--- src/lft_pkg.sv ---
// ----------------------------------------------------------------------------
// lft_pkg
// Shared types, constants and helpers for the local frame transform unit.
// ----------------------------------------------------------------------------
package lft_pkg;

  localparam int DefCordicSteps = 16;
  localparam int DefValueWidth  = 32;
  localparam int MaxSteps       = 30;

  localparam logic [31:0] CordicGain = 32'd652032874;

  typedef enum logic [2:0] {
    OP_TRANSLATE  = 3'd0,
    OP_SET_EXTENT = 3'd1,
    OP_ROT_X      = 3'd2,
    OP_ROT_Y      = 3'd3,
    OP_ROT_Z      = 3'd4,
    OP_READ_XFORM = 3'd5,
    OP_READ_ORG   = 3'd6,
    OP_READ_EXT   = 3'd7
  } op_t;

  typedef struct packed {
    logic [2:0]         operation;
    logic signed [31:0] vec_x;
    logic signed [31:0] vec_y;
    logic signed [31:0] vec_z;
    logic [15:0]        turn_angle;
  } in_item_t;

  typedef struct packed {
    logic [1:0]         column_index;
    logic               last_of_run;
    logic signed [31:0] elem_a;
    logic signed [31:0] elem_b;
    logic signed [31:0] elem_c;
  } out_item_t;

  // Datapath commands from the controller
  typedef enum logic [3:0] {
    CMD_NONE,
    CMD_LOAD,      // capture the input item
    CMD_EDIT,      // translate or set extent
    CMD_CORDIC,    // one CORDIC iteration
    CMD_ROT_MUL,   // one rotation product
    CMD_ROT_WR,    // write one rotated component pair
    CMD_COL_MUL,   // one column product
    CMD_COL_ACC,   // accumulate a column element
    CMD_EMIT       // load output register
  } cmd_op_t;

  typedef struct packed {
    cmd_op_t    op;
    logic [4:0] step;   // CORDIC step
    logic [1:0] col;    // column or component
    logic [1:0] elem;   // element 0..2, or rotation product 0..3
    logic       sub;    // column 3: row 0 when low, rows 1 and 2 when high
    logic       last;
  } dp_cmd_t;

  typedef struct packed {
    op_t operation;
  } dp_stat_t;

  function automatic logic [31:0] atan_turn(input logic [4:0] i);
    logic [31:0] t;
    unique case (i)
      5'd0:  t = 32'h20000000;  5'd1:  t = 32'h12E4051D;
      5'd2:  t = 32'h09FB385B;  5'd3:  t = 32'h051111D4;
      5'd4:  t = 32'h028B0D43;  5'd5:  t = 32'h0145D7E1;
      5'd6:  t = 32'h00A2F61E;  5'd7:  t = 32'h00517C55;
      5'd8:  t = 32'h0028BE53;  5'd9:  t = 32'h00145F2E;
      5'd10: t = 32'h000A2F98;  5'd11: t = 32'h000517CC;
      5'd12: t = 32'h00028BE6;  5'd13: t = 32'h000145F3;
      5'd14: t = 32'h0000A2F9;  5'd15: t = 32'h0000517C;
      5'd16: t = 32'h000028BE;  5'd17: t = 32'h0000145F;
      5'd18: t = 32'h00000A2F;  5'd19: t = 32'h00000517;
      5'd20: t = 32'h0000028B;  5'd21: t = 32'h00000145;
      5'd22: t = 32'h000000A2;  5'd23: t = 32'h00000051;
      5'd24: t = 32'h00000028;  5'd25: t = 32'h00000014;
      5'd26: t = 32'h0000000A;  5'd27: t = 32'h00000005;
      5'd28: t = 32'h00000002;  5'd29: t = 32'h00000001;
      default: t = 32'h0;
    endcase
    return t;
  endfunction

endpackage

--- src/lft_ctrl.sv ---
// ----------------------------------------------------------------------------
// lft_ctrl
// Sequencer: accepts one item, steps the datapath, hands results out.
// ----------------------------------------------------------------------------
module lft_ctrl #(
  parameter int CORDIC_STEPS = lft_pkg::DefCordicSteps
) (
  input  logic              clk,
  input  logic              rst,
  input  logic              in_valid,
  output logic              in_stall,
  input  lft_pkg::dp_stat_t stat,
  output lft_pkg::dp_cmd_t  cmd,
  output logic              out_valid,
  input  logic              out_stall
);
  import lft_pkg::*;

  typedef enum logic [3:0] {
    S_IDLE, S_DECODE, S_CORDIC, S_RMUL, S_RWR, S_CMUL, S_CACC, S_EMIT, S_WAIT
  } state_t;

  localparam int StepW = 5;
  localparam logic [StepW-1:0] LastStep = StepW'(CORDIC_STEPS - 1);

  state_t          state;
  logic [StepW-1:0] step;
  logic [1:0]       col;
  logic [1:0]       elem;
  logic             sub;
  logic             last;

  assign in_stall = (state != S_IDLE);

  always_comb begin
    cmd      = '0;
    cmd.op   = CMD_NONE;
    cmd.step = step;
    cmd.col  = col;
    cmd.elem = elem;
    cmd.sub  = sub;
    cmd.last = last;
    unique case (state)
      S_IDLE:   if (in_valid) cmd.op = CMD_LOAD;
      S_DECODE: if (stat.operation == OP_TRANSLATE || stat.operation == OP_SET_EXTENT)
                  cmd.op = CMD_EDIT;
      S_CORDIC: cmd.op = CMD_CORDIC;
      S_RMUL:   cmd.op = CMD_ROT_MUL;
      S_RWR:    cmd.op = CMD_ROT_WR;
      S_CMUL:   cmd.op = CMD_COL_MUL;
      S_CACC:   cmd.op = CMD_COL_ACC;
      S_EMIT:   if (!out_valid || !out_stall) cmd.op = CMD_EMIT;
      S_WAIT:   cmd.op = CMD_NONE;
      default:  cmd.op = CMD_NONE;
    endcase
  end

  always_ff @(posedge clk) begin
    if (rst) begin
      state     <= S_IDLE;
      step      <= '0;
      col       <= '0;
      elem      <= '0;
      sub       <= 1'b0;
      last      <= 1'b0;
      out_valid <= 1'b0;
    end else begin
      if (state == S_EMIT && (!out_valid || !out_stall)) out_valid <= 1'b1;
      else if (out_valid && !out_stall) out_valid <= 1'b0;
      unique case (state)
        S_IDLE: if (in_valid) state <= S_DECODE;
        S_DECODE: begin
          step <= '0; col <= '0; elem <= '0; sub <= 1'b0; last <= 1'b0;
          unique case (stat.operation)
            OP_TRANSLATE, OP_SET_EXTENT: state <= S_IDLE;
            OP_ROT_X, OP_ROT_Y, OP_ROT_Z: state <= S_CORDIC;
            OP_READ_XFORM: state <= S_CMUL;
            OP_READ_ORG, OP_READ_EXT: begin
              last  <= 1'b1;
              state <= S_EMIT;
            end
            default: state <= S_IDLE;
          endcase
        end
        S_CORDIC: begin
          step <= step + 1'b1;
          if (step == LastStep) state <= S_RMUL;
        end
        // four products per component: a*c, b*s, b*c, a*s
        S_RMUL: begin
          elem <= elem + 1'b1;
          if (elem == 2'd3) state <= S_RWR;
        end
        S_RWR: begin
          elem <= '0;
          col  <= col + 1'b1;
          state <= (col == 2'd2) ? S_WAIT : S_RMUL;
        end
        // columns 0..2 need one product per element, column 3 three
        S_CMUL: state <= S_CACC;
        S_CACC: begin
          if (col == 2'd3 && sub == 1'b0 && elem != 2'd2) begin
            elem  <= elem + 1'b1;
            state <= S_CMUL;
          end else if (col == 2'd3 && sub == 1'b0) begin
            elem  <= '0;
            sub   <= 1'b1;
            state <= S_CMUL;
          end else if (col == 2'd3) begin
            // sub selects rows 1 and 2; step counts them from 0
            if (elem == 2'd2 && step == 5'd1) begin
              last  <= 1'b1;
              state <= S_EMIT;
            end else if (elem == 2'd2) begin
              elem  <= '0;
              step  <= step + 1'b1;
              state <= S_CMUL;
            end else begin
              elem  <= elem + 1'b1;
              state <= S_CMUL;
            end
          end else if (elem == 2'd2) begin
            state <= S_EMIT;
          end else begin
            elem  <= elem + 1'b1;
            state <= S_CMUL;
          end
        end
        S_EMIT: if (!out_valid || !out_stall) begin
          if (last) state <= S_WAIT;
          else begin
            col   <= col + 1'b1;
            elem  <= '0;
            sub   <= 1'b0;
            step  <= '0;
            state <= S_CMUL;
          end
        end
        S_WAIT: if (!out_valid || !out_stall) state <= S_IDLE;
        default: state <= S_IDLE;
      endcase
    end
  end

`ifndef SYNTH
  a_stall_busy: assert property (@(posedge clk) disable iff (rst)
    (state != S_IDLE) |-> in_stall) else $error("accepted while busy");
  a_emit_hold: assert property (@(posedge clk) disable iff (rst)
    (out_valid && out_stall) |=> out_valid) else $error("result dropped");
  a_cordic_len: assert property (@(posedge clk) disable iff (rst)
    (state == S_CORDIC) |-> (step <= LastStep)) else $error("cordic overrun");
`endif

endmodule

--- config.mk ---
export PLATFORM = sky130hd
export DESIGN_NAME = lft_ctrl
export DESIGN_NICKNAME = d
export VERILOG_FILES = /design/src/lft_pkg.sv /design/src/lft_ctrl.sv
export SDC_FILE = /design/constraint.sdc
export NUM_CORES = 1
export LEC_CHECK = 0
export BUFFER_PORTS_ARGS = -buffer_cell sky130_fd_sc_hd__buf_4
export CORE_MARGIN = 2
export CORE_UTILIZATION = 30
export CTS_CLUSTER_SIZE = 14
export DETAILED_ROUTE_END_ITERATION = 10
export GPL_ROUTABILITY_DRIVEN = 0
export PLACE_DENSITY = 0.54
export SYNTH_ARGS = -nofsm -noshare
export SYNTH_HDL_FRONTEND = slang
export SYNTH_SLANG_ARGS = --single-unit
--- constraint.sdc ---
create_clock -name clk -period 3.49 [get_ports clk]
set_clock_uncertainty 0.1 [all_clocks]
set_input_delay 0 -clock clk [delete_from_list [all_inputs] [get_ports clk]]
set_output_delay 0 -clock clk [all_outputs]
set_load 0.01 [all_outputs]
==> results of run 1 <==
cell usage after synthesis:
| cell | instances |
|---|---|
| and3_1 | 1 |
| ha_1 | 10 |
| a32oi_1 | 2 |
| o211ai_1 | 1 |
| nand4_1 | 3 |
| o32ai_1 | 2 |
| nand3_1 | 4 |
| a2bb2oi_1 | 1 |
| o21ai_0 | 15 |
| a2111oi_2 | 1 |
| a311oi_1 | 2 |
| nand2b_1 | 3 |
| buf_2 | 5 |
| buf_4 | 2 |
| and2_1 | 5 |
| o2111ai_1 | 1 |
| a41oi_1 | 1 |
| a31o_2 | 1 |
| nor2b_1 | 8 |
| a221oi_1 | 1 |
| or4_1 | 1 |
| a211o_4 | 1 |
| clkbuf_1 | 4 |
| xnor2_1 | 2 |
| o21bai_1 | 1 |
| nand2_1 | 12 |
| a21oi_1 | 18 |
| or4b_1 | 1 |
| dfxtp_1 | 16 |
| or3_1 | 4 |
| nor3_1 | 6 |
| a311o_1 | 1 |
| o31ai_1 | 1 |
| o211a_1 | 1 |
| nor3b_4 | 1 |
| nor2_1 | 22 |
| buf_6 | 1 |
| inv_1 | 10 |
| nor4bb_2 | 1 |
| a211oi_1 | 3 |
| o21ai_1 | 1 |
cell usage in the layout, fill, tap and decap left out, drive strengths merged, types with 2 or more instances in the layout:
master,count
a21oi,18
dlygate4sd3,2
a211oi,3
nand2,12
nand4,3
xnor2,2
buf,23
inv,10
o32ai,2
and2,5
nor2b,8
nand3,4
ha,10
a311oi,2
or3,4
dfxtp,16
nor3,6
nand2b,3
o21ai,16
clkbuf,4
nor2,22
a32oi,2
area by class of cell:
type	count	area (um^2)
inverters	10	37.5
flip-flops and latches	16	320
multi-input cells	139	887
repair buffers	25	193
fillers	481	2740
well taps	52	65.1
clock buffers	4	55.1
repair_timing:
action,CTS,global route
setup endpoints to repair,0,0
setup buffers,0,0
endpoints found under the hold margin,15,0
hold buffers,2,0
registers in the layout (all words and copies together), names as in the netlist:
name and cells:
col 2, elem 2, last 1, out_valid 1
state 4, step 5, sub 1
critical path: cells and delay by family, from the launching register on:
family             cells  cell delay [ns]
and+or+nand+nor        3             1.09
DFF                    1             0.78
AOI/OAI and AO/OA      2             0.25
worst paths after layout:
check	endpoint	slack [ns]	cells past startpoint
min	last	-0.0004	4
max	elem[0]	1.19	5
max reg2reg	elem[0]	1.19	5
min reg2reg	step[4]	0.41	2
kinds of logic after synthesis:
kind of cell,after synthesis,synth area share (%)
compound gates,55,27.8
xor+xnor,2,1.34
fa+ha+maj,10,9.54
buf+inv,22,7.92
flops,16,24.4
simple gates,72,29.0
metrics by stage:
step / power (mW) / setup WS, ns / util (%)
6_report: 0.672 / 1.19 / 36.3
5_1_grt: 0.722 / 1.04 / 36.3
3_3_place_gp: 0.510 / 1.23 / 34.5
3_5_place_dp: 0.506 / 1.23 / 34.5
4_1_cts: 0.680 / 1.21 / 36.3
2_1_floorplan: 0.431 / 1.51 / -
power by group:
part | switching (mW) | internal [mW] | total, mW | leakage [nW]
registers | 0.0476 | 0.197 | 0.245 | 0.130
clock network | 0.0690 | 0.100 | 0.169 | 0.0288
logic | 0.138 | 0.121 | 0.259 | 0.423
total | 0.254 | 0.418 | 0.672 | 0.582
per-layer routing:
layer / routed length [um] / global-route usage, %
met1: 1520 / 18.7
met2: 1620 / 24.0
met3: 206 / 3.32
met4: 18 / 1.28
met5: 0 / 0
==> results_dict.tcl, run 1 <==
set metrics [dict create \
    status "complete, but fails checks" \
    violations "hold timing" \
    slew_headroom_pct 52.4 \
    hold_ws_ns -0.000435 \
    setup.worst_path.class "flip-flop to flip-flop" \
    max_freq_mhz 435 \
    placed_cell_area_mm2 0.00148 \
    initial_core_util_pct 30.5 \
    vias 1334 \
    p_per_area_mw_per_mm2 432 \
    fin_area_mm2 0.00156 \
    syn_nets 194 \
    area_growth_pct 18.8 \
    synth_top_area_share_pct 24.4 \
    cts_tree "built" \
    ctsResizeCount 0 \
    worst_setup_path_start_kind "flip-flop" \
    num_antenna_cells 0 \
    grt-ovfl-total 0 \
    routed_wirelength_um 3370 \
    firstDrtPassIters 4 \
    vias_per_cell 5.42 \
    die_y_um 70.1 \
    vdd_drop_max_uv 283 \
    ys_types 41 \
    maxCapViolCount 0 \
    arrival_ns 2.38 \
    hp-class "input pin to flip-flop" \
    yosysTopAreaCell "dfxtp_1" \
    yosys_register_bits 16 \
    cts_buffers 3 \
    synthCells 177 \
    drc 0 \
    syn_area_mm2 0.00131 \
    root_buffer "clkbuf_8" \
    critPathMaxStageDelay_ns 0.78 \
    drt-wirelength-per-cell_um 13.7 \
    p_leak_nw 0.582 \
    reg2reg_from "state[2]" \
    drtIter0Drc 81 \
    setup_violations 0 \
    clock_latency_ns 0.25 \
    io_pins 24 \
    instances_no_fill 246 \
    antenna_found_initial 0 \
    hold_viol_final 1 \
    finalCriticalPeriod_ns 2.30 \
    antenna_left 0 \
    port_buffers 23 \
    path_cells "nor4bb_2, and2_1, a2111oi_2, o211a_1, nor3_1" \
    period_share_pct 65.9 \
    htree_levels 1 \
    rsz0062_at_grt "no" \
    synth_area_leaders "dfxtp_1 (24%), ha_1 (9.5%), a21oi_1 (6.9%), nor2_1 (6.3%), o21ai_0 (5.7%)" \
    tightest_slew_ns 0.714 \
    clkTransAtPathRegs_ns 0.07 \
    postSynthAreaPerCell_um2 7.41 \
    grt.total_usage_pct 14.1 \
    core_mm2 0.00429 \
    ys_warn_count 0 \
    worst_ep_required_time_ns 3.57 \
    cts_buffer_depth 2 \
    setup_tns_ns 0 \
    path_max_fanout 21 \
    hold_start "stat[1]" \
    placed_cells 240 \
    cp_slowest_cell "dfxtp_1" \
    rows 24 \
    cts_sinks 16 \
    drive_above_1_share_pct 16.5 \
    grt_pass1_vias 1175 \
    num-nets-final 212 \
    grt_pass1_wl_um 5640 \
    die_area_mm2 0.00492 \
    slew_viol_final 0 \
    hpwl_um 2470 \
    yosysSeqAreaShare_pct 24.4 \
    chipWidth_um 70.1 \
    crit_start "state[2]" \
    grt_max_degree 24 \
    endpoint_kind "flip-flop" \
]
No activity file was read; power rests on OpenSTA's default activity.
==> run 2: changes to the inputs <==
--- a/config.mk
+++ b/config.mk
@@ -11,7 +11,7 @@
 export CTS_CLUSTER_SIZE = 14
 export DETAILED_ROUTE_END_ITERATION = 10
 export GPL_ROUTABILITY_DRIVEN = 0
-export PLACE_DENSITY = 0.54
+export PLACE_DENSITY = 0.56
 export SYNTH_ARGS = -nofsm -noshare
 export SYNTH_HDL_FRONTEND = slang
 export SYNTH_SLANG_ARGS = --single-unit
==> constraint.sdc (replaced) <==
create_clock -name clk -period 2 [get_ports clk]
set_clock_uncertainty 0.1 [all_clocks]
set_input_delay 0 -clock clk [delete_from_list [all_inputs] [get_ports clk]]
set_output_delay 0 -clock clk [all_outputs]
set_load 0.01 [all_outputs]
==> results_dict.tcl, run 2 (synthesis gave the netlist of run 1 again) <==
set metrics [dict create \
    largest_register "step" \
    worst_ep_required_time_ns 2.09 \
    setup_violations 0 \
    placed_cells 262 \
    rr_endpoint "step[2]" \
    grt_pass1_wl_um 5710 \
    io_pins 24 \
    crit_start "step[1]" \
    tightest_slew_ns 0.446 \
    fin_area_mm2 0.00175 \
    largestRegisters "step (5), state (4)" \
    cts_buffers 3 \
    crit_end "step[2]" \
    antenna_left 0 \
    grt_max_degree 18 \
    r2r_setup_slack_ns 0.08 \
    hold_viol_final 1 \
    slew_headroom_pct 69.8 \
    rows 24 \
    setup_tns_ns 0 \
    clkTransAtPathRegs_ns 0.07 \
    drive_above_1_share_pct 28.0 \
    fin_util_pct 40.7 \
    num-nets-final 236 \
    num_antenna_cells 0 \
    drt-wirelength-per-cell_um 13.0 \
    setup.worst_path.class "flip-flop to flip-flop" \
    combinationalPowerShare_pct 47.5 \
    p_clk_share_pct 23.3 \
    cts_tree "built" \
    layout_commonest_cell "buf_4" \
    port_buffers 23 \
    r2r_cells 7 \
    path_max_fanout 6 \
    drtIter0Drc 70 \
    nFillCells 462 \
    initial_core_util_pct 30.5 \
    multi_input_area_um2 898 \
    regArea_um2 322 \
    area_growth_pct 33.3 \
    setup_ws_ns 0.0809 \
    power.total_mw 1.29 \
    grt.total_usage_pct 14.0 \
    endpoint_kind "flip-flop" \
    vias_per_cell 5.17 \
    clock_latency_ns 0.25 \
    worst_setup_path_start_kind "flip-flop" \
    placed_cell_area_mm2 0.00165 \
    routed_wirelength_um 3510 \
    die_area_mm2 0.00492 \
    period_share_pct 96.0 \
    status "complete, but fails checks" \
    grt_pass1_vias 1247 \
    layout_common_cells "buf_4 (46), nor2_1 (22), a21oi_1 (18), dfxtp_1 (15), o21ai_0 (14)" \
    finalCriticalPeriod_ns 1.92 \
    hold_ws_ns -0.00129 \
    reg2reg_from "step[1]" \
    sw_frac_of_total_pct 36.8 \
    hp-class "input pin to flip-flop" \
    chipWidth_um 70.1 \
    dp_slack_ns -0.0113 \
    p_seq_share_pct 29.2 \
    p_leak_nw 0.710 \
    maxCapViolCount 0 \
    violations "hold timing" \
    largest_reg_flops 5 \
    drc 0 \
    cts_buffer_depth 2 \
    arrival_ns 2.01 \
    max_freq_mhz 521 \
    root_buffer "clkbuf_8" \
    cts_sinks 16 \
    die_y_um 70.1 \
    hpwl_um 2690 \
    grt-ovfl-total 0 \
    vdd_drop_max_uv 229 \
    firstDrtPassIters 4 \
    p_sw_mw 0.474 \
    slew_viol_final 0 \
    core_mm2 0.00429 \
    instances_no_fill 270 \
    htree_levels 1 \
    antenna_found_initial 0 \
    p_per_area_mw_per_mm2 737 \
    intPower_mw 0.814 \
    vias 1396 \
]
[run 2: power by group through the flow]
stage	combinational [mW]	clock (mW)	sequential [mW]
2_1_floorplan	0.369	0	0.383
5_1_grt	0.671	0.322	0.379
3_5_place_dp	0.582	0	0.382
3_3_place_gp	0.587	0	0.383
6_report	0.612	0.301	0.376
4_1_cts	0.587	0.307	0.375
[run 2: final cells by class]
class | instances | area share, %
multi-input cells | 139 | 51.4
repair buffers | 49 | 21.2
flip-flops and latches | 16 | 18.4
well taps | 52 | 3.72
clock buffers | 4 | 3.15
inverters | 10 | 2.15
[run 2: worst min path at each step]
stage	start	end	slack, ns	cells after the start
2_1_floorplan	out_stall	out_valid	0.09	2
3_3_place_gp	rst	step[2]	0.23	2
3_5_place_dp	rst	state[1]	0.23	2
4_1_cts	stat[1]	last	0.006	4
5_1_grt	stat[1]	last	0.08	4
6_report	stat[1]	last	-0.001	4
[run 2: layer usage]
layer | GRT usage [%] | part of all wire [%] | wire (um) | vias to the layer above
met5 | 0 | 0 | 0 | -
met4 | 2.99 | 0.31 | 11 | 0
met3 | 2.60 | 4.7 | 166 | 2
met2 | 23.0 | 47 | 1650 | 33
met1 | 19.1 | 48 | 1680 | 647
li1 | - | - | - | 714
[run 2: repair_timing]
action	4_1_cts	5_1_grt
endpoints found under the hold margin	15	0
hold buffers	2	0
resized for setup	1	5
setup endpoints to repair	1	5
pin swaps	1	1
buffers inserted	0	2
[run 2: critical path, cell delays in order, from the launching register on]
cell,delay (ns)
dfxtp_2,0.35
inv_2,0.04
ha_2,0.15
or4b_4,0.20
nand4_1,0.11
a211o_4,0.38
or4_1,0.40
a21oi_1,0.12
